--- src/rtl/core/ets_pkg.sv ---
// ----------------------------------------------------------------------------
// ets_pkg
// Types, constants and calendar helpers for the epoch seconds converter.
// ----------------------------------------------------------------------------
package ets_pkg;

  localparam int unsigned AccW   = 32;
  localparam int unsigned QuotW  = 16;
  localparam int unsigned RemW   = 17;
  localparam int unsigned CntW   = 4;
  localparam int unsigned YearW  = 12;
  localparam int unsigned LenW   = 9;

  localparam logic [AccW-1:0]  SecsPerMin  = AccW'(60);
  localparam logic [AccW-1:0]  SecsPerHour = AccW'(60 * 60);
  localparam logic [AccW-1:0]  SecsPerDay  = AccW'(24 * 60 * 60);
  localparam logic [YearW-1:0] EpochYear   = YearW'(1970);
  localparam logic [LenW-1:0]  DaysLeap    = LenW'(366);
  localparam logic [LenW-1:0]  DaysCommon  = LenW'(365);

  localparam logic [CntW-1:0]  DayQuotMsb  = CntW'(QuotW - 1);
  localparam logic [CntW-1:0]  HourQuotMsb = CntW'(4);
  localparam logic [CntW-1:0]  MinQuotMsb  = CntW'(5);

  localparam logic [3:0] MonthJan = 4'd1;
  localparam logic [3:0] MonthDec = 4'd12;

  typedef struct packed {
    logic [31:0] epoch_seconds;
  } ets_req_t;

  typedef struct packed {
    logic [11:0] year;
    logic [3:0]  month;
    logic [4:0]  day;
    logic [4:0]  hour;
    logic [5:0]  minute;
    logic [5:0]  second;
  } ets_rsp_t;

  typedef enum logic [2:0] {
    ST_IDLE,
    ST_DAYS,
    ST_YEAR,
    ST_MONTH,
    ST_HOUR,
    ST_MIN,
    ST_DONE
  } ets_state_e;

  // 2000 and 2100 are the only century years reachable from a 32-bit count.
  function automatic logic leap_year(input logic [YearW-1:0] y);
    return (y[1:0] == 2'b00) && (y != YearW'(2100));
  endfunction

  function automatic logic [LenW-1:0] days_before_month(input logic lp,
                                                        input logic [3:0] m);
    logic [LenW-1:0] d;
    unique case (m)
      4'd2:    d = LenW'(31);
      4'd3:    d = lp ? LenW'(60)  : LenW'(59);
      4'd4:    d = lp ? LenW'(91)  : LenW'(90);
      4'd5:    d = lp ? LenW'(121) : LenW'(120);
      4'd6:    d = lp ? LenW'(152) : LenW'(151);
      4'd7:    d = lp ? LenW'(182) : LenW'(181);
      4'd8:    d = lp ? LenW'(213) : LenW'(212);
      4'd9:    d = lp ? LenW'(244) : LenW'(243);
      4'd10:   d = lp ? LenW'(274) : LenW'(273);
      4'd11:   d = lp ? LenW'(305) : LenW'(304);
      4'd12:   d = lp ? LenW'(335) : LenW'(334);
      default: d = '0;
    endcase
    return d;
  endfunction

endpackage

--- src/rtl/core/ets_req_if.sv ---
// ----------------------------------------------------------------------------
// ets_req_if
// Request channel carrying one epoch seconds count.
// ----------------------------------------------------------------------------
interface ets_req_if;
  logic              valid;
  logic              ready;
  ets_pkg::ets_req_t payload;

  modport source (output valid, output payload, input ready);
  modport sink   (input valid, input payload, output ready);
endinterface

--- src/rtl/core/ets_rsp_if.sv ---
// ----------------------------------------------------------------------------
// ets_rsp_if
// Response channel carrying one calendar date and time of day.
// ----------------------------------------------------------------------------
interface ets_rsp_if;
  logic              valid;
  logic              ready;
  ets_pkg::ets_rsp_t payload;

  modport source (output valid, output payload, input ready);
  modport sink   (input valid, input payload, output ready);
endinterface

--- src/rtl/core/ets_sub_unit.sv ---
// ----------------------------------------------------------------------------
// ets_sub_unit
// Shared subtract and compare unit: difference and borrow of two operands.
// ----------------------------------------------------------------------------
module ets_sub_unit (
  input  logic [ets_pkg::AccW-1:0] opa_i,
  input  logic [ets_pkg::AccW-1:0] opb_i,
  output logic [ets_pkg::AccW-1:0] diff_o,
  output logic                     borrow_o
);
  import ets_pkg::*;

  logic [AccW:0] full;

  assign full     = {1'b0, opa_i} - {1'b0, opb_i};
  assign diff_o   = full[AccW-1:0];
  assign borrow_o = full[AccW];

endmodule

--- src/rtl/core/epoch_seconds_to_calendar_top.sv ---
// ----------------------------------------------------------------------------
// epoch_seconds_to_calendar_top
// Converts seconds since 1970-01-01 00:00:00 into calendar date and time.
// ----------------------------------------------------------------------------
// Sequence: from request to response the shared subtractor runs 16 day-division
//   steps, one step per year walked, up to 12 month steps, 5 hour steps,
//   6 minute steps and then the unload into the output register.
// Throughput: one request at a time; the next is taken once the result sits
//   in the output register.
// Reset: asynchronous, active low; clears the sequencer and output valid.
// ----------------------------------------------------------------------------
module epoch_seconds_to_calendar_top (
  input  logic      clk_i,
  input  logic      rst_ni,
  ets_req_if.sink   req_i,
  ets_rsp_if.source rsp_o
);
  import ets_pkg::*;

  ets_state_e       state_q, state_d;
  logic [AccW-1:0]  acc_q, acc_d;
  logic [QuotW-1:0] quot_q, quot_d;
  logic [CntW-1:0]  cnt_q, cnt_d;
  logic [RemW-1:0]  rem_q, rem_d;
  logic [YearW-1:0] year_q, year_d;
  logic [3:0]       month_q, month_d;
  logic [4:0]       day_q, day_d;
  logic [4:0]       hour_q, hour_d;
  logic [5:0]       minute_q, minute_d;
  logic [5:0]       second_q, second_d;
  logic             out_vld_q, out_vld_d;
  ets_rsp_t         out_q, out_d;

  logic [AccW-1:0]  opb;
  logic [AccW-1:0]  diff;
  logic             borrow;
  logic [AccW-1:0]  acc_sel;
  logic [QuotW-1:0] quot_sh;
  logic             lp;
  logic             req_acc;
  logic             unload;

  assign lp      = leap_year(year_q);
  assign req_acc = req_i.valid && req_i.ready;
  assign unload  = (state_q == ST_DONE) && (!out_vld_q || rsp_o.ready);
  assign acc_sel = borrow ? acc_q : diff;
  assign quot_sh = {quot_q[QuotW-2:0], ~borrow};

  always_comb begin
    unique case (state_q)
      ST_DAYS:  opb = SecsPerDay << cnt_q;
      ST_YEAR:  opb = AccW'(lp ? DaysLeap : DaysCommon);
      ST_MONTH: opb = AccW'(days_before_month(lp, month_q));
      ST_HOUR:  opb = SecsPerHour << cnt_q;
      ST_MIN:   opb = SecsPerMin << cnt_q;
      default:  opb = '0;
    endcase
  end

  ets_sub_unit u_sub (
    .opa_i    (acc_q),
    .opb_i    (opb),
    .diff_o   (diff),
    .borrow_o (borrow)
  );

  always_comb begin
    state_d = state_q;
    unique case (state_q)
      ST_IDLE:  if (req_acc) state_d = ST_DAYS;
      ST_DAYS:  if (cnt_q == '0) state_d = ST_YEAR;
      ST_YEAR:  if (borrow) state_d = ST_MONTH;
      ST_MONTH: if (!borrow) state_d = ST_HOUR;
      ST_HOUR:  if (cnt_q == '0) state_d = ST_MIN;
      ST_MIN:   if (cnt_q == '0) state_d = ST_DONE;
      ST_DONE:  if (unload) state_d = ST_IDLE;
      default:  state_d = ST_IDLE;
    endcase
  end

  always_comb begin
    acc_d    = acc_q;
    quot_d   = quot_q;
    cnt_d    = cnt_q;
    rem_d    = rem_q;
    year_d   = year_q;
    month_d  = month_q;
    day_d    = day_q;
    hour_d   = hour_q;
    minute_d = minute_q;
    second_d = second_q;
    out_d    = out_q;
    unique case (state_q)
      ST_IDLE: begin
        if (req_acc) begin
          acc_d  = req_i.payload.epoch_seconds;
          quot_d = '0;
          cnt_d  = DayQuotMsb;
        end
      end
      ST_DAYS: begin
        quot_d = quot_sh;
        cnt_d  = cnt_q - 1'b1;
        acc_d  = acc_sel;
        if (cnt_q == '0) begin
          rem_d  = acc_sel[RemW-1:0];
          acc_d  = AccW'(quot_sh);
          year_d = EpochYear;
        end
      end
      ST_YEAR: begin
        if (!borrow) begin
          acc_d  = diff;
          year_d = year_q + 1'b1;
        end else begin
          month_d = MonthDec;
        end
      end
      ST_MONTH: begin
        if (borrow) begin
          month_d = month_q - 1'b1;
        end else begin
          day_d  = diff[4:0] + 5'd1;
          acc_d  = AccW'(rem_q);
          quot_d = '0;
          cnt_d  = HourQuotMsb;
        end
      end
      ST_HOUR: begin
        quot_d = quot_sh;
        cnt_d  = cnt_q - 1'b1;
        acc_d  = acc_sel;
        if (cnt_q == '0) begin
          hour_d = quot_sh[4:0];
          quot_d = '0;
          cnt_d  = MinQuotMsb;
        end
      end
      ST_MIN: begin
        quot_d = quot_sh;
        cnt_d  = cnt_q - 1'b1;
        acc_d  = acc_sel;
        if (cnt_q == '0) begin
          minute_d = quot_sh[5:0];
          second_d = acc_sel[5:0];
        end
      end
      ST_DONE: begin
        if (unload) begin
          out_d.year   = year_q;
          out_d.month  = month_q;
          out_d.day    = day_q;
          out_d.hour   = hour_q;
          out_d.minute = minute_q;
          out_d.second = second_q;
        end
      end
      default: ;
    endcase
  end

  always_comb begin
    out_vld_d = out_vld_q;
    if (unload) begin
      out_vld_d = 1'b1;
    end else if (rsp_o.ready) begin
      out_vld_d = 1'b0;
    end
  end

  always_ff @(posedge clk_i or negedge rst_ni) begin
    if (!rst_ni) begin
      state_q   <= ST_IDLE;
      out_vld_q <= 1'b0;
    end else begin
      state_q   <= state_d;
      out_vld_q <= out_vld_d;
    end
  end

  always_ff @(posedge clk_i) begin
    acc_q    <= acc_d;
    quot_q   <= quot_d;
    cnt_q    <= cnt_d;
    rem_q    <= rem_d;
    year_q   <= year_d;
    month_q  <= month_d;
    day_q    <= day_d;
    hour_q   <= hour_d;
    minute_q <= minute_d;
    second_q <= second_d;
    out_q    <= out_d;
  end

  assign req_i.ready   = (state_q == ST_IDLE);
  assign rsp_o.valid   = out_vld_q;
  assign rsp_o.payload = out_q;

  a_accept_starts_days: assert property (@(posedge clk_i) disable iff (!rst_ni)
    req_acc |=> state_q == ST_DAYS)
    else $error("request accepted without starting the day division");

  a_year_in_range: assert property (@(posedge clk_i) disable iff (!rst_ni)
    state_q == ST_YEAR |-> year_q <= YearW'(2106))
    else $error("year walk ran past the representable range");

  a_month_in_range: assert property (@(posedge clk_i) disable iff (!rst_ni)
    state_q == ST_MONTH |-> (month_q >= MonthJan) && (month_q <= MonthDec))
    else $error("month search left January to December");

  a_hour_rem_bound: assert property (@(posedge clk_i) disable iff (!rst_ni)
    state_q == ST_HOUR |-> acc_q < SecsPerDay)
    else $error("time of day remainder exceeds one day");

  a_unload_sets_valid: assert property (@(posedge clk_i) disable iff (!rst_ni)
    unload |=> out_vld_q && (state_q == ST_IDLE))
    else $error("result unload did not present a response");

endmodule
--- src/flat_wrapper.sv ---
// flat-port wrapper written by rule: the top's interface ports become plain ports
module epoch_seconds_to_calendar_top_flat import ets_pkg::*;
  (clk_i, rst_ni, req_i_valid, req_i_payload, req_i_ready, rsp_o_valid, rsp_o_payload, rsp_o_ready);
  ets_req_if req_i_i ();
  ets_rsp_if rsp_o_i ();
  input  logic clk_i;
  input  logic rst_ni;
  input wire logic [$bits(req_i_i.valid)-1:0] req_i_valid;
  input wire logic [$bits(req_i_i.payload)-1:0] req_i_payload;
  output wire logic [$bits(req_i_i.ready)-1:0] req_i_ready;
  output wire logic [$bits(rsp_o_i.valid)-1:0] rsp_o_valid;
  output wire logic [$bits(rsp_o_i.payload)-1:0] rsp_o_payload;
  input wire logic [$bits(rsp_o_i.ready)-1:0] rsp_o_ready;
  assign req_i_i.valid = req_i_valid;
  assign req_i_i.payload = req_i_payload;
  assign req_i_ready = req_i_i.ready;
  assign rsp_o_valid = rsp_o_i.valid;
  assign rsp_o_payload = rsp_o_i.payload;
  assign rsp_o_i.ready = rsp_o_ready;
  epoch_seconds_to_calendar_top u_core (.clk_i(clk_i), .rst_ni(rst_ni), .req_i(req_i_i), .rsp_o(rsp_o_i));
endmodule
--- config.mk ---
export PLATFORM = sky130hd
export DESIGN_NAME = epoch_seconds_to_calendar_top_flat
export DESIGN_NICKNAME = d
export VERILOG_FILES = /design/src/rtl/core/ets_pkg.sv /design/src/rtl/core/ets_req_if.sv /design/src/rtl/core/ets_rsp_if.sv /design/src/rtl/core/ets_sub_unit.sv /design/src/rtl/core/epoch_seconds_to_calendar_top.sv /design/src/flat_wrapper.sv
export SDC_FILE = /design/constraint.sdc
export NUM_CORES = 1
export LEC_CHECK = 0
export ABC_CLOCK_PERIOD_IN_PS = 4900
export BUFFER_PORTS_ARGS = -buffer_cell sky130_fd_sc_hd__clkbuf_2
export CORE_MARGIN = 10
export CORE_UTILIZATION = 50
export DETAILED_ROUTE_END_ITERATION = 16
export PLACE_DENSITY = 0.71
export SLEW_MARGIN = 20
export SYNTH_ARGS = -nofsm -noshare
export SYNTH_HDL_FRONTEND = slang
export SYNTH_HIERARCHICAL = 1
export SYNTH_SLANG_ARGS = --single-unit
--- constraint.sdc ---
create_clock -name clk_i -period 4.9 [get_ports clk_i]
set_input_delay 0.98 -clock clk_i [delete_from_list [all_inputs] [get_ports clk_i]]
set_output_delay 0.98 -clock clk_i [all_outputs]
set_load 0.005 [all_outputs]
# == After elaboration in Yosys (flattened, before gate mapping) ==
# Cells that the tools add are included.
# classes
shift,3
n_bitwise,1
n_reduce_logical,25
eq_ne,27
n_mux,42
add_sub_neg,5
# ops
op,count
$pmux 32 s5,1
$mux 32,4
$pmux 32 s4,1
$pmux 9 s11,1
$pmux 15 s4,1
$mux 15,3
$sub 32x32->33,1
$shl 12x4->32 const A,1
$shl 17x4->32 const A,1
$shl 6x4->32 const A,1
$mux 3,9
$mux 12,2
$mux 4,6
$pmux 12 s2,1
$pmux 3 s7,1
$eq 4x4->1 const B,5
$eq 4x3->1 const B,4
$pmux 4 s4,1
$add 12x1->12 const B,1
$ne 12x12->1 const B,1
$reduce_and 3->1,4
$ne 2x2->1 const B,5
$reduce_and 2->1,5
$eq 3x3->1 const B,3
other kinds (21),40
# word_totals
inputBits,36
out_inout_bits,40
register_bits,148

# == Depth between registers and ports, before layout ==
# Gate-level depths: netlist of the first run.
# depth
word_depth,9
mapped_depth,22
depth_no_buf,19

# == Cells and area by module ==
# The synthesis of the first run kept the hierarchy.
# modules_own_cells
mod,cells_per_inst,area_each_um2,n_inst,seq_area_each_um2
epoch_seconds_to_calendar_top,762,8020.2,1,4424.2
ets_sub_unit,301,1979.4,1,0.0

# == Worst setup path after synthesis of the first run ==
# Ideal clock, no wire load.
# synth_path
path_kind,reg-to-reg
from,register u_core.month_q[0]
to,"register u_core.acc_q[0], enable pin"
required_time_ps,4468
path_stages_with_launch,19
n_path_buf,1
path_slack_ps,-483
arrival_ps,4951
path_cell_list,edfxtp_1 -> inv_1 -> ha_1 -> clkbuf_1 -> nor2_1 -> o21ai_0 -> o211ai_2 -> o22ai_1 -> ha_1 -> fa_1 -> nand2b_1 -> a21oi_2 -> o21ai_0 -> a21oi_1 -> a311oi_1 -> o31a_1 -> a31oi_1 -> nor2_1 -> a21oi_1
# synth_between
elab_chain_cells,6
word_cells_on_any_way,16
# synth_lines
item,line,rtl
from (decl),epoch_seconds_to_calendar_top.sv:26,"logic [3:0] month_q, month_d;"
from (signal assigned),epoch_seconds_to_calendar_top.sv:187,month_q <= month_d;
"$eq 4x4->1, or another cell as far along",ets_pkg.sv:59,unique case (m)
$pmux 9 s11 *,ets_pkg.sv:59,
$pmux 32 s5 *,epoch_seconds_to_calendar_top.sv:50,unique case (state_q)
net u_core.opb[0],epoch_seconds_to_calendar_top.sv:34,logic [AccW-1:0] opb;
$sub 32x32->33 *,ets_sub_unit.sv:15,"assign full = {1'b0, opa_i} - {1'b0, opb_i};"
net u_core.borrow,epoch_seconds_to_calendar_top.sv:36,logic borrow;
$ne 2x2->1 (no line) *,n/a,
$reduce_and 3->1 (no line) *,n/a,
to (signal assigned),epoch_seconds_to_calendar_top.sv:182,acc_q <= acc_d;
to (decl),epoch_seconds_to_calendar_top.sv:21,"logic [AccW-1:0] acc_q, acc_d;"
# The timed path passes the listed nets; every way through them passes the cells marked *.
# A chain may end at the register's enable or synchronous reset.

# == Final worst setup path of the first run ==
# layout_path
from,register u_core.cnt_q[0]
to,"register u_core.acc_q[14], data pin"
# layout_between
elab_chain_cells,6
word_cells_on_any_way,9
# layout_lines
item,line,rtl
from (decl),epoch_seconds_to_calendar_top.sv:23,"logic [CntW-1:0] cnt_q, cnt_d;"
from (signal assigned),epoch_seconds_to_calendar_top.sv:184,cnt_q <= cnt_d;
"$shl 12x4->32, or another cell as far along",epoch_seconds_to_calendar_top.sv:54,ST_HOUR: opb = SecsPerHour << cnt_q;
$pmux 32 s5 *,epoch_seconds_to_calendar_top.sv:50,
net u_core.opb[16],epoch_seconds_to_calendar_top.sv:34,
$sub 32x32->33 *,ets_sub_unit.sv:15,
net u_core.borrow,epoch_seconds_to_calendar_top.sv:36,
$mux 32 *,epoch_seconds_to_calendar_top.sv:112,if (!borrow) begin
$mux 32,epoch_seconds_to_calendar_top.sv:105,if (cnt_q == '0) begin
$pmux 32 s4 *,epoch_seconds_to_calendar_top.sv:93,unique case (state_q)
net u_core.acc_d[14],epoch_seconds_to_calendar_top.sv:21,
# Marked as above.

==> results of run 1 <==
[stage by stage]
step | hold WS (ns) | worst slack (ns) | utilization [%]
2_1_floorplan | 0.4003 | 0.1592 | -
3_3_place_gp | 0.4003 | 0.2975 | 55.85
3_5_place_dp | 0.4045 | 0.1967 | 55.85
4_1_cts | 0.3568 | 0.1793 | 58.96
5_1_grt | 0.3544 | -0.02922 | 59.23
6_report | 0.3609 | 0.2736 | 59.23
[state kept, by name, indices dropped and copies added, names as in the netlist]
signal,count
u_core/second_q,6
u_core/rem_q,17
u_core/acc_q,32
u_core/month_q,4
u_core/cnt_q,4
u_core/rsp_o.valid,1
u_core/quot_q,15
u_core/hour_q,5
u_core/year_q,12
u_core/minute_q,6
u_core/state_q,3
u_core/day_q,5
u_core/rsp_o.payload,38
[routing by layer]
metal,vias up,part of all wire [%],track usage (%)
met4,0,3.3,8.437
met1,3996,43,25.32
met3,60,6.8,3.533
met2,349,47,31.15
li1,4064,-,-
met5,-,0,0
[placed cells by master, fill, tap and decap left out, types with 4 or more instances in the layout]
cell type,netlist,routed
mux2i_2,0,9
clkbuf_2,0,75
nor2_1,93,93
nand2b_1,18,18
inv_1,69,69
xnor2_1,27,27
nand4_1,8,8
o22ai_1,6,6
or3_1,4,4
nand3_1,16,16
o21ai_1,8,9
ha_1,40,39
a21oi_1,82,79
o21ai_0,74,73
nand2_1,127,127
buf_4,6,54
nor2b_1,23,22
a21oi_2,4,6
nor3_1,25,23
a31oi_1,7,7
a22oi_1,18,18
a211oi_1,4,4
and3_1,12,12
clkbuf_16,0,17
a21o_1,14,14
clkinv_8,0,6
inv_8,0,4
mux2i_1,34,25
edfxtp_1,144,144
xor2_1,15,15
o21ai_2,11,11
buf_12,0,5
o211ai_1,5,5
o31ai_1,18,18
[kinds of logic (layout without fill, tap and decap cells)]
group | after synthesis | after routing | synth area share [%]
AOI/OAI and AO/OA | 309 | 309 | 20.72
xor gates and xnor gates | 42 | 42 | 3.679
adders and majority gates | 42 | 42 | 5.318
buffers and inverters | 133 | 239 | 5.768
DFF | 148 | 148 | 44.24
muxes | 39 | 39 | 3.966
and+or+nand+nor | 350 | 350 | 16.30
[worst max-delay path: stages (launching register included)]
cell      delay [ns]
edfxtp_1        0.63
inv_2           0.19
maj3_2          0.39
mux2_2          0.28
a221oi_1        0.27
nor2_1          0.13
inv_1           0.09
ha_1            0.19
a21oi_1         0.15
o31ai_1         0.33
a21oi_1         0.15
a21boi_1        0.18
a311oi_2        0.07
o31a_2          0.42
buf_12          0.19
mux2i_1         0.36
o21ai_0         0.12
o21ai_0         0.16
a21oi_1         0.09
[final timing paths]
check | slack, ns | endpoint | startpoint
max | 0.27 | u_core/acc_q[14]$_DFFE_PP_ | u_core/cnt_q[0]$_DFFE_PP_
min reg2reg | 0.42 | u_core/rsp_o.payload[2]$_DFFE_PP_ | u_core/second_q[2]$_DFFE_PP_
min | 0.36 | u_core/rsp_o.valid$_DFFE_PN0P_ | rst_ni
max in group asynchronous | 4.39 | u_core/state_q[1]$_DFFE_PN0P_ | rst_ni
min in group clk_i | 0.42 | u_core/rsp_o.payload[2]$_DFFE_PP_ | u_core/second_q[2]$_DFFE_PP_
max reg2reg | 0.27 | u_core/acc_q[14]$_DFFE_PP_ | u_core/cnt_q[0]$_DFFE_PP_
[cell type report]
class | count | area [µm²] | share of cell area [%]
clock buffers | 17 | 425.4 | 3.666
clock inverters | 15 | 185.2 | 1.596
inverters | 73 | 274.0 | 2.361
multi-input cells | 782 | 5080 | 43.78
flip-flops and latches | 148 | 4427 | 38.15
well taps | 265 | 331.6 | 2.857
repair buffers | 134 | 880.8 | 7.591
[timing repair]
item	4_1_cts	5_1_grt
setup endpoints to repair	0	69
gates resized for setup	0	15
hold endpoints to repair	0	0
==> reports/results.ini, run 1 <==
[run_status]
status=complete, no violations

[synth]
syn-cell-area_um2=10000
synth-seq-area-share_pct=44.24
synth_top_cell_by_area=edfxtp_1
async_reset_ff_share_pct=2.703
netlist.area_leader.share_pct=43.24
synth_edf_count=144
synth_cell_types=88
synth_flop_cell=edfxtp_1
synthTopCellsByCount=144 x edfxtp_1, 127 x nand2_1, 93 x nor2_1
syn_nets=1140
yosys_warnings=6
synthCells=1063
synth.area.top_cells=edfxtp_1 43%, ha_1 5.0%, nand2_1 4.8%, a21oi_1 4.1%, o21ai_0 3.7%
synth.avg_cell_area_um2=9.407
synth.most_common_cell=edfxtp_1
ys_seq_elements=148

[global_routing]
grt_max_degree=48
antenna_found_initial=0
grt_pass1_wl_mm=41.79
grt-ovfl-total=0
grtUsageTotal_pct=19.47
grt_pass1_vias=8096

[job]
maxCapViolations=0

[worst_setup_path]
start_kind=flop
r2r_cells=18
end_kind=flop
worstSetupPathType=reg -> reg
worstPathArrival_ns=4.80
required_ns=5.08
worst-path-max-fanout=21

[cells_and_area]
n_antenna_cell=0
stdcell_count=1434
area_delta_synth_final_pct=16.04
drive_gt1_share_pct=19.59
num-nets-final=1233
num-fill-cells=1716
fin_area_um2=11600

[worst_hold_path]
hold_class=in -> async

[route]
detail_route.vias_per_cell=5.906
dr.pass1.iters=6
drt_iter0_markers=671
wl_per_cell_um=18.14
ant_nets=0
num_vias=8469
wl_mm=26.02
drcViolationCount=0

[floorplanning]
die_w_um=161.4
die_h_um=161.4
die_area_um2=26060
ioPinCount=76
start_util_pct=51.04
rows=51
placeableCoreArea_um2=19590

[sta]
hold_viol=0
fin_crit_ns=4.626
fmax_ghz=0.2162
setup_viol=0
worst_clock_skew_ns=0.01038
period_share_pct=94.42
tightest_slew_ns=1.015
slew-limit-headroom_pct=32.19
tns_ns=0
maxSlewViolCount=0

[clock_tree]
cts.clk_slew.worst_paths_ns=0.07
cts_root_buf=clkbuf_16
clkLatencyLatePin_ns=0.43
cts_buffers=17
tritoncts=done
hold_buffers=0
cts_sinks=148
h-tree-depth=4
clock_path_buffers=2
cts_setup_buffers=0

[placement]
hpwl_mm=19.04
place.gp.congestion=0.9267
place_area_um2=10940
dp_cells=1402
io_buffers=75

Power of run 1 is not shown: default switching activity piles up to over one toggle a cycle in this logic, so the estimate is an artifact.
==> inputs of run 2 (changes only) <==
Settings changed: RECOVER_POWER from default to 50.
==> run 2 against run 1 <==
Net effect: the run now ends with capacitance limit, slew limit left; critical path type unchanged; core utilization decreased by 0.43 points; largest cell class unchanged; maximum frequency decreased by 0.30%; via count increased by 0.14%.
==> reports/results.ini, run 2 (synthesis results as in run 1) <==
[run_status]
status=finished, violations left
violations=capacitance limit, slew limit

[cells_and_area]
area_delta_synth_final_pct=15.19
drive_gt1_share_pct=15.48
n_antenna_cell=0
layout_common_cells=144 x edfxtp_1, 128 x nand2_1, 93 x nor2_1
largest_reg_flops=38
fin_area_um2=11520
final_common_cell=edfxtp_1
num-nets-final=1233

[job]
maxCapViolations=1

[route]
ant_nets=0
wl_per_cell_um=18.28
detail_route.vias_per_cell=5.914
drcViolationCount=0
wl_mm=26.22
num_vias=8481
drt_iter0_markers=664
dr.pass1.iters=6

[placement]
place_area_um2=10940
hpwl_mm=19.04
io_buffers=75
pre_cts_ws_ns=0.1967
place.gp.congestion=0.9267

[sta]
hold_viol=0
maxSlewViolCount=39
fmax_ghz=0.2155
worst_clock_skew_ns=0.01010
setup_viol=0
tightest_slew_ns=3.047
fin_crit_ns=4.640
setup_ws_ns=0.2598
slew-limit-headroom_pct=-103.5
period_share_pct=94.70

[floorplanning]
start_util_pct=51.04
rows=51
die_h_um=161.4
die_w_um=161.4
placeableCoreArea_um2=19590
die_area_um2=26060
ioPinCount=76

[global_routing]
met1_usage_pct=25.32
grt-ovfl-total=0
use_met3_pct=3.533
busiest_layer=met2
grt_pass1_vias=8096
grtUsageTotal_pct=19.47
grt_pass1_wl_mm=41.79
antenna_found_initial=0
use_met2_pct=31.15
grt_max_degree=48

[clock_tree]
tritoncts=done
postCtsResizedCells=0
clkLatencyLatePin_ns=0.43
hold_buffers=0
clock_path_buffers=2
cts_buffers=17
cts_sinks=148
h-tree-depth=4
cts_root_buf=clkbuf_16
cts.clk_slew.worst_paths_ns=0.07
cts_setup_buffers=0

[worst_setup_path]
end_kind=flop
r2r_cells=18
crit_start=u_core/cnt_q[0]$_DFFE_PP_
required_ns=5.08
worst-path-max-fanout=21
worstPathArrival_ns=4.82
r2r-start=u_core/cnt_q[0]$_DFFE_PP_
worstSetupPathType=reg -> reg
start_kind=flop

[worst_hold_path]
hold_class=in -> async

-- run 2: cell types whose count changed in the layout (fill, tap and decap cells not counted), sizes merged --
cell    before  now
clkbuf      92   98
buf         59   53
-- run 2: cell type report --
| type | count | area (µm²) |
|---|---|---|
| fill | 1740 | 8071 |
| multi-input combinational | 782 | 5065 |
| sequential | 148 | 4427 |
| timing repair buffer | 134 | 810.8 |
| clock buffer | 17 | 425.4 |
| tap | 265 | 331.6 |
| inverter | 73 | 274.0 |
| clock inverter | 15 | 185.2 |
-- run 2: final timing paths --
path | endpoint | slack, ns
min reg2reg | u_core/rsp_o.payload[2]$_DFFE_PP_ | 0.41
max | u_core/acc_q[14]$_DFFE_PP_ | 0.26
min in group clk_i | u_core/rsp_o.payload[2]$_DFFE_PP_ | 0.41
min | u_core/rsp_o.valid$_DFFE_PN0P_ | 0.40
max reg2reg | u_core/acc_q[14]$_DFFE_PP_ | 0.26
max in group asynchronous | u_core/state_q[1]$_DFFE_PN0P_ | 4.26
-- run 2: per-layer routing --
metal | vias up | share of wire [%]
met4 | 0 | 2.9
met5 | - | 0
met2 | 324 | 47
met1 | 4042 | 44
met3 | 48 | 6.4
li1 | 4067 | -
-- run 2: critical path: stages, from the launching register on --
cell and delay [ns]:
edfxtp_1 0.63, inv_2 0.19, maj3_2 0.39, mux2_2 0.28
a221oi_1 0.27, nor2_1 0.13, inv_1 0.09, ha_1 0.19
a21oi_1 0.15, o31ai_1 0.33, a21oi_1 0.15, a21boi_1 0.18
a311oi_2 0.07, o31a_2 0.42, buf_12 0.19, mux2i_1 0.35
o21ai_0 0.12, o21ai_0 0.16, a21oi_1 0.09
-- run 2: through the flow --
stage	hold slack (ns)	util (%)	cells	TNS (ns)
3_5_place_dp	0.4045	55.85	1402	0
5_1_grt	0.4073	58.80	1434	-0.02923
4_1_cts	0.3568	58.96	1434	0
3_3_place_gp	0.4003	55.85	1402	0
6_report	0.3982	58.80	1434	0
2_1_floorplan	0.4003	-	1063	0
Power of run 2 is left out for the same reason.
==> inputs of run 3 (changes only) <==
Settings changed: ABC_AREA from default to 1, ABC_CLOCK_PERIOD_IN_PS 4900 to default.
==> run 3 against run 2 <==
Net effect: the run still ends with capacitance limit, slew limit left; critical path depth rose by 8; first-iteration DRC count down 8.9%; synthesized area is 0.35% lower; wire length down 2.1%; via count is 1.1% higher; register-to-register slack better by 0.16 ns; maximum frequency increased by 3.5%; cell area is 3.3% lower; setup slack improved by 0.16 ns; sequential share of layout area rose by 1.3 points; clock-buffer cell count is the same; synthesized cell count increased by 24%; critical path type unchanged; highest routed layer unchanged.
==> reports/results.ini, run 3 <==
[run_status]
status=finished, violations left
violations=capacitance limit, slew limit

[worst_setup_path]
start_kind=flop
required_ns=4.99
worstPathArrival_ns=4.58
r2r_cells=26
worstSetupPathType=reg -> reg
crit_start=u_core/month_q[0]$_SDFFCE_PN0P_
end_kind=flop
r2r-start=u_core/month_q[0]$_SDFFCE_PN0P_
r2r_setup_slack_ns=0.42
worst-path-max-fanout=24
reg2reg_to=u_core/acc_q[26]$_DFFE_PP_
cp-endpoint=u_core/acc_q[26]$_DFFE_PP_

[placement]
hpwl_mm=19.61
dp_cells=1643
io_buffers=75
place.gp.congestion=0.9437

[cells_and_area]
largest_reg_flops=38
n_antenna_cell=0
stdcell_count=1675
seq_area_um2=4424
drive_gt1_share_pct=9.645
layout_common_cells=459 x nand2_1, 209 x inv_1, 144 x edfxtp_1
multi_input_area_um2=4528
final_common_cell=nand2_1
num-nets-final=1474
area_delta_synth_final_pct=11.74
num-fill-cells=1942

[clock_tree]
cts_buffers=17
cts.clk_slew.worst_paths_ns=0.07
h-tree-depth=4
cts_root_buf=clkbuf_16
tritoncts=done
cts_sinks=148
cts_setup_buffers=0
hold_buffers=0
clock_path_buffers=2
clkLatencyLatePin_ns=0.44
postCtsResizedCells=0

[synth]
synth_top_cell_by_area=edfxtp_1
yosys_warnings=6
synth.area.top_cells=edfxtp_1 43%, nand2_1 17%, inv_1 7.8%, ha_1 5.0%, nor2_1 4.4%
async_reset_ff_share_pct=2.703
synth.avg_cell_area_um2=7.537
syn-cell-area_um2=9965
synth_edf_count=144
synth_flop_cell=edfxtp_1
synth-seq-area-share_pct=44.40
netlist.area_leader.share_pct=43.40
ys_seq_elements=148
synth.most_common_cell=nand2_1
synth_cell_types=43
synthTopCellsByCount=459 x nand2_1, 208 x inv_1, 144 x edfxtp_1
syn_nets=1399
synthCells=1322

[sta]
period_share_pct=91.52
fin_crit_ns=4.485
tightest_slew_ns=2.969
grt_setup_unrepaired=false
fmax_ghz=0.2230
slew-limit-headroom_pct=-98.67
maxSlewViolCount=73
worst_clock_skew_ns=0.02102
hold_viol=0
tns_ns=0
setup_viol=0

[floorplanning]
die_h_um=161.2
start_util_pct=51.03
rows=51
placeableCoreArea_um2=19530
die_w_um=161.2
die_area_um2=25980
ioPinCount=76

[route]
drt_iter0_markers=605
num_vias=8572
wl_mm=25.67
dr.pass1.iters=5
ant_nets=0
detail_route.vias_per_cell=5.118
drcViolationCount=0
wl_per_cell_um=15.32

[global_routing]
grt_pass1_wl_mm=41.87
grt-ovfl-total=0
grt_pass1_vias=8345
grt_max_degree=39
antenna_found_initial=0
grtUsageTotal_pct=19.73

[job]
maxCapViolations=2

[worst_hold_path]
hold_class=in -> async

run 3: changes by cell type after synthesis, moves of 19 or more:
cell	change
a21oi_1	-35
inv_1	+139
mux2i_1	-19
nand2_1	+332
nand3_1	+56
nor2_1	+25
nor2b_1	-23
o21ai_0	-42
xnor2_1	-26
run 3: area by class of cell:
| cell class | instances | area share, % |
|---|---|---|
| timing repair buffer | 86 | 3.607 |
| clock inverter | 15 | 1.641 |
| inverter | 224 | 7.551 |
| multi-input combinational | 920 | 40.67 |
| clock buffer | 17 | 3.821 |
| tap | 265 | 2.978 |
| sequential | 148 | 39.73 |
run 3: worst min-delay path by stage:
stage	cells after the start	from	slack [ns]	to
floorplan	0	u_core/second_q[0]$_DFFE_PP_	0.40	u_core/rsp_o.payload[0]$_DFFE_PP_
global placement	0	u_core/second_q[1]$_DFFE_PP_	0.40	u_core/rsp_o.payload[1]$_DFFE_PP_
detailed placement	0	u_core/minute_q[3]$_DFFE_PP_	0.40	u_core/rsp_o.payload[9]$_DFFE_PP_
CTS	1	rst_ni	0.33	u_core/rsp_o.valid$_DFFE_PN0P_
global route	1	rst_ni	0.38	u_core/rsp_o.valid$_DFFE_PN0P_
finish	1	rst_ni	0.36	u_core/rsp_o.valid$_DFFE_PN0P_
run 3: logic make-up (layout without fill, tap and decap cells):
| kind of cell | count (synthesis) | count (layout) | share of synthesized area, % |
|---|---|---|---|
| simple gates | 717 | 717 | 30.06 |
| buf+inv | 254 | 342 | 10.10 |
| flops | 148 | 148 | 44.40 |
| compound gates | 129 | 129 | 7.132 |
| fa+ha+maj | 41 | 41 | 5.224 |
| xor+xnor | 18 | 18 | 1.582 |
| mux | 15 | 15 | 1.507 |
run 3: critical path, cell delays in order (launching register included):
cell	delay, ns
edfxtp_1	0.43
inv_1	0.10
ha_1	0.26
inv_1	0.11
nor2_1	0.08
inv_1	0.08
nand3_1	0.06
nor2_1	0.11
nand2_1	0.06
nand2_1	0.05
nand2_1	0.05
nand2_1	0.05
nand2_1	0.05
ha_1	0.21
fa_1	0.43
inv_1	0.15
nand3_1	0.09
nand3_1	0.16
nand2_1	0.09
nand2_2	0.10
nand2_1	0.09
nand3b_1	0.16
a21oi_4	0.09
clkinv_1	0.09
o22ai_2	0.10
nor2_2	0.43
buf_4	0.44
run 3: stage by stage:
stage | worst slack (ns) | hold slack [ns] | util, % | instance area [µm²]
after floorplan | 0.3592 | 0.4003 | - | 9965
after detailed placement | 0.4921 | 0.4045 | 54.34 | 10610
after global routing | 0.07601 | 0.3794 | 57.02 | 11130
after global placement | 0.5941 | 0.4008 | 54.34 | 10610
after CTS | 0.4558 | 0.3262 | 57.45 | 11220
final | 0.4155 | 0.3618 | 57.02 | 11130
run 3: layer usage:
layer  wire [µm]  track usage, %
met4         653           7.816
met5           0               0
met1       11420           24.35
met3        1130           3.305
met2       12460           33.70
Power of run 3 is left out for the same reason.
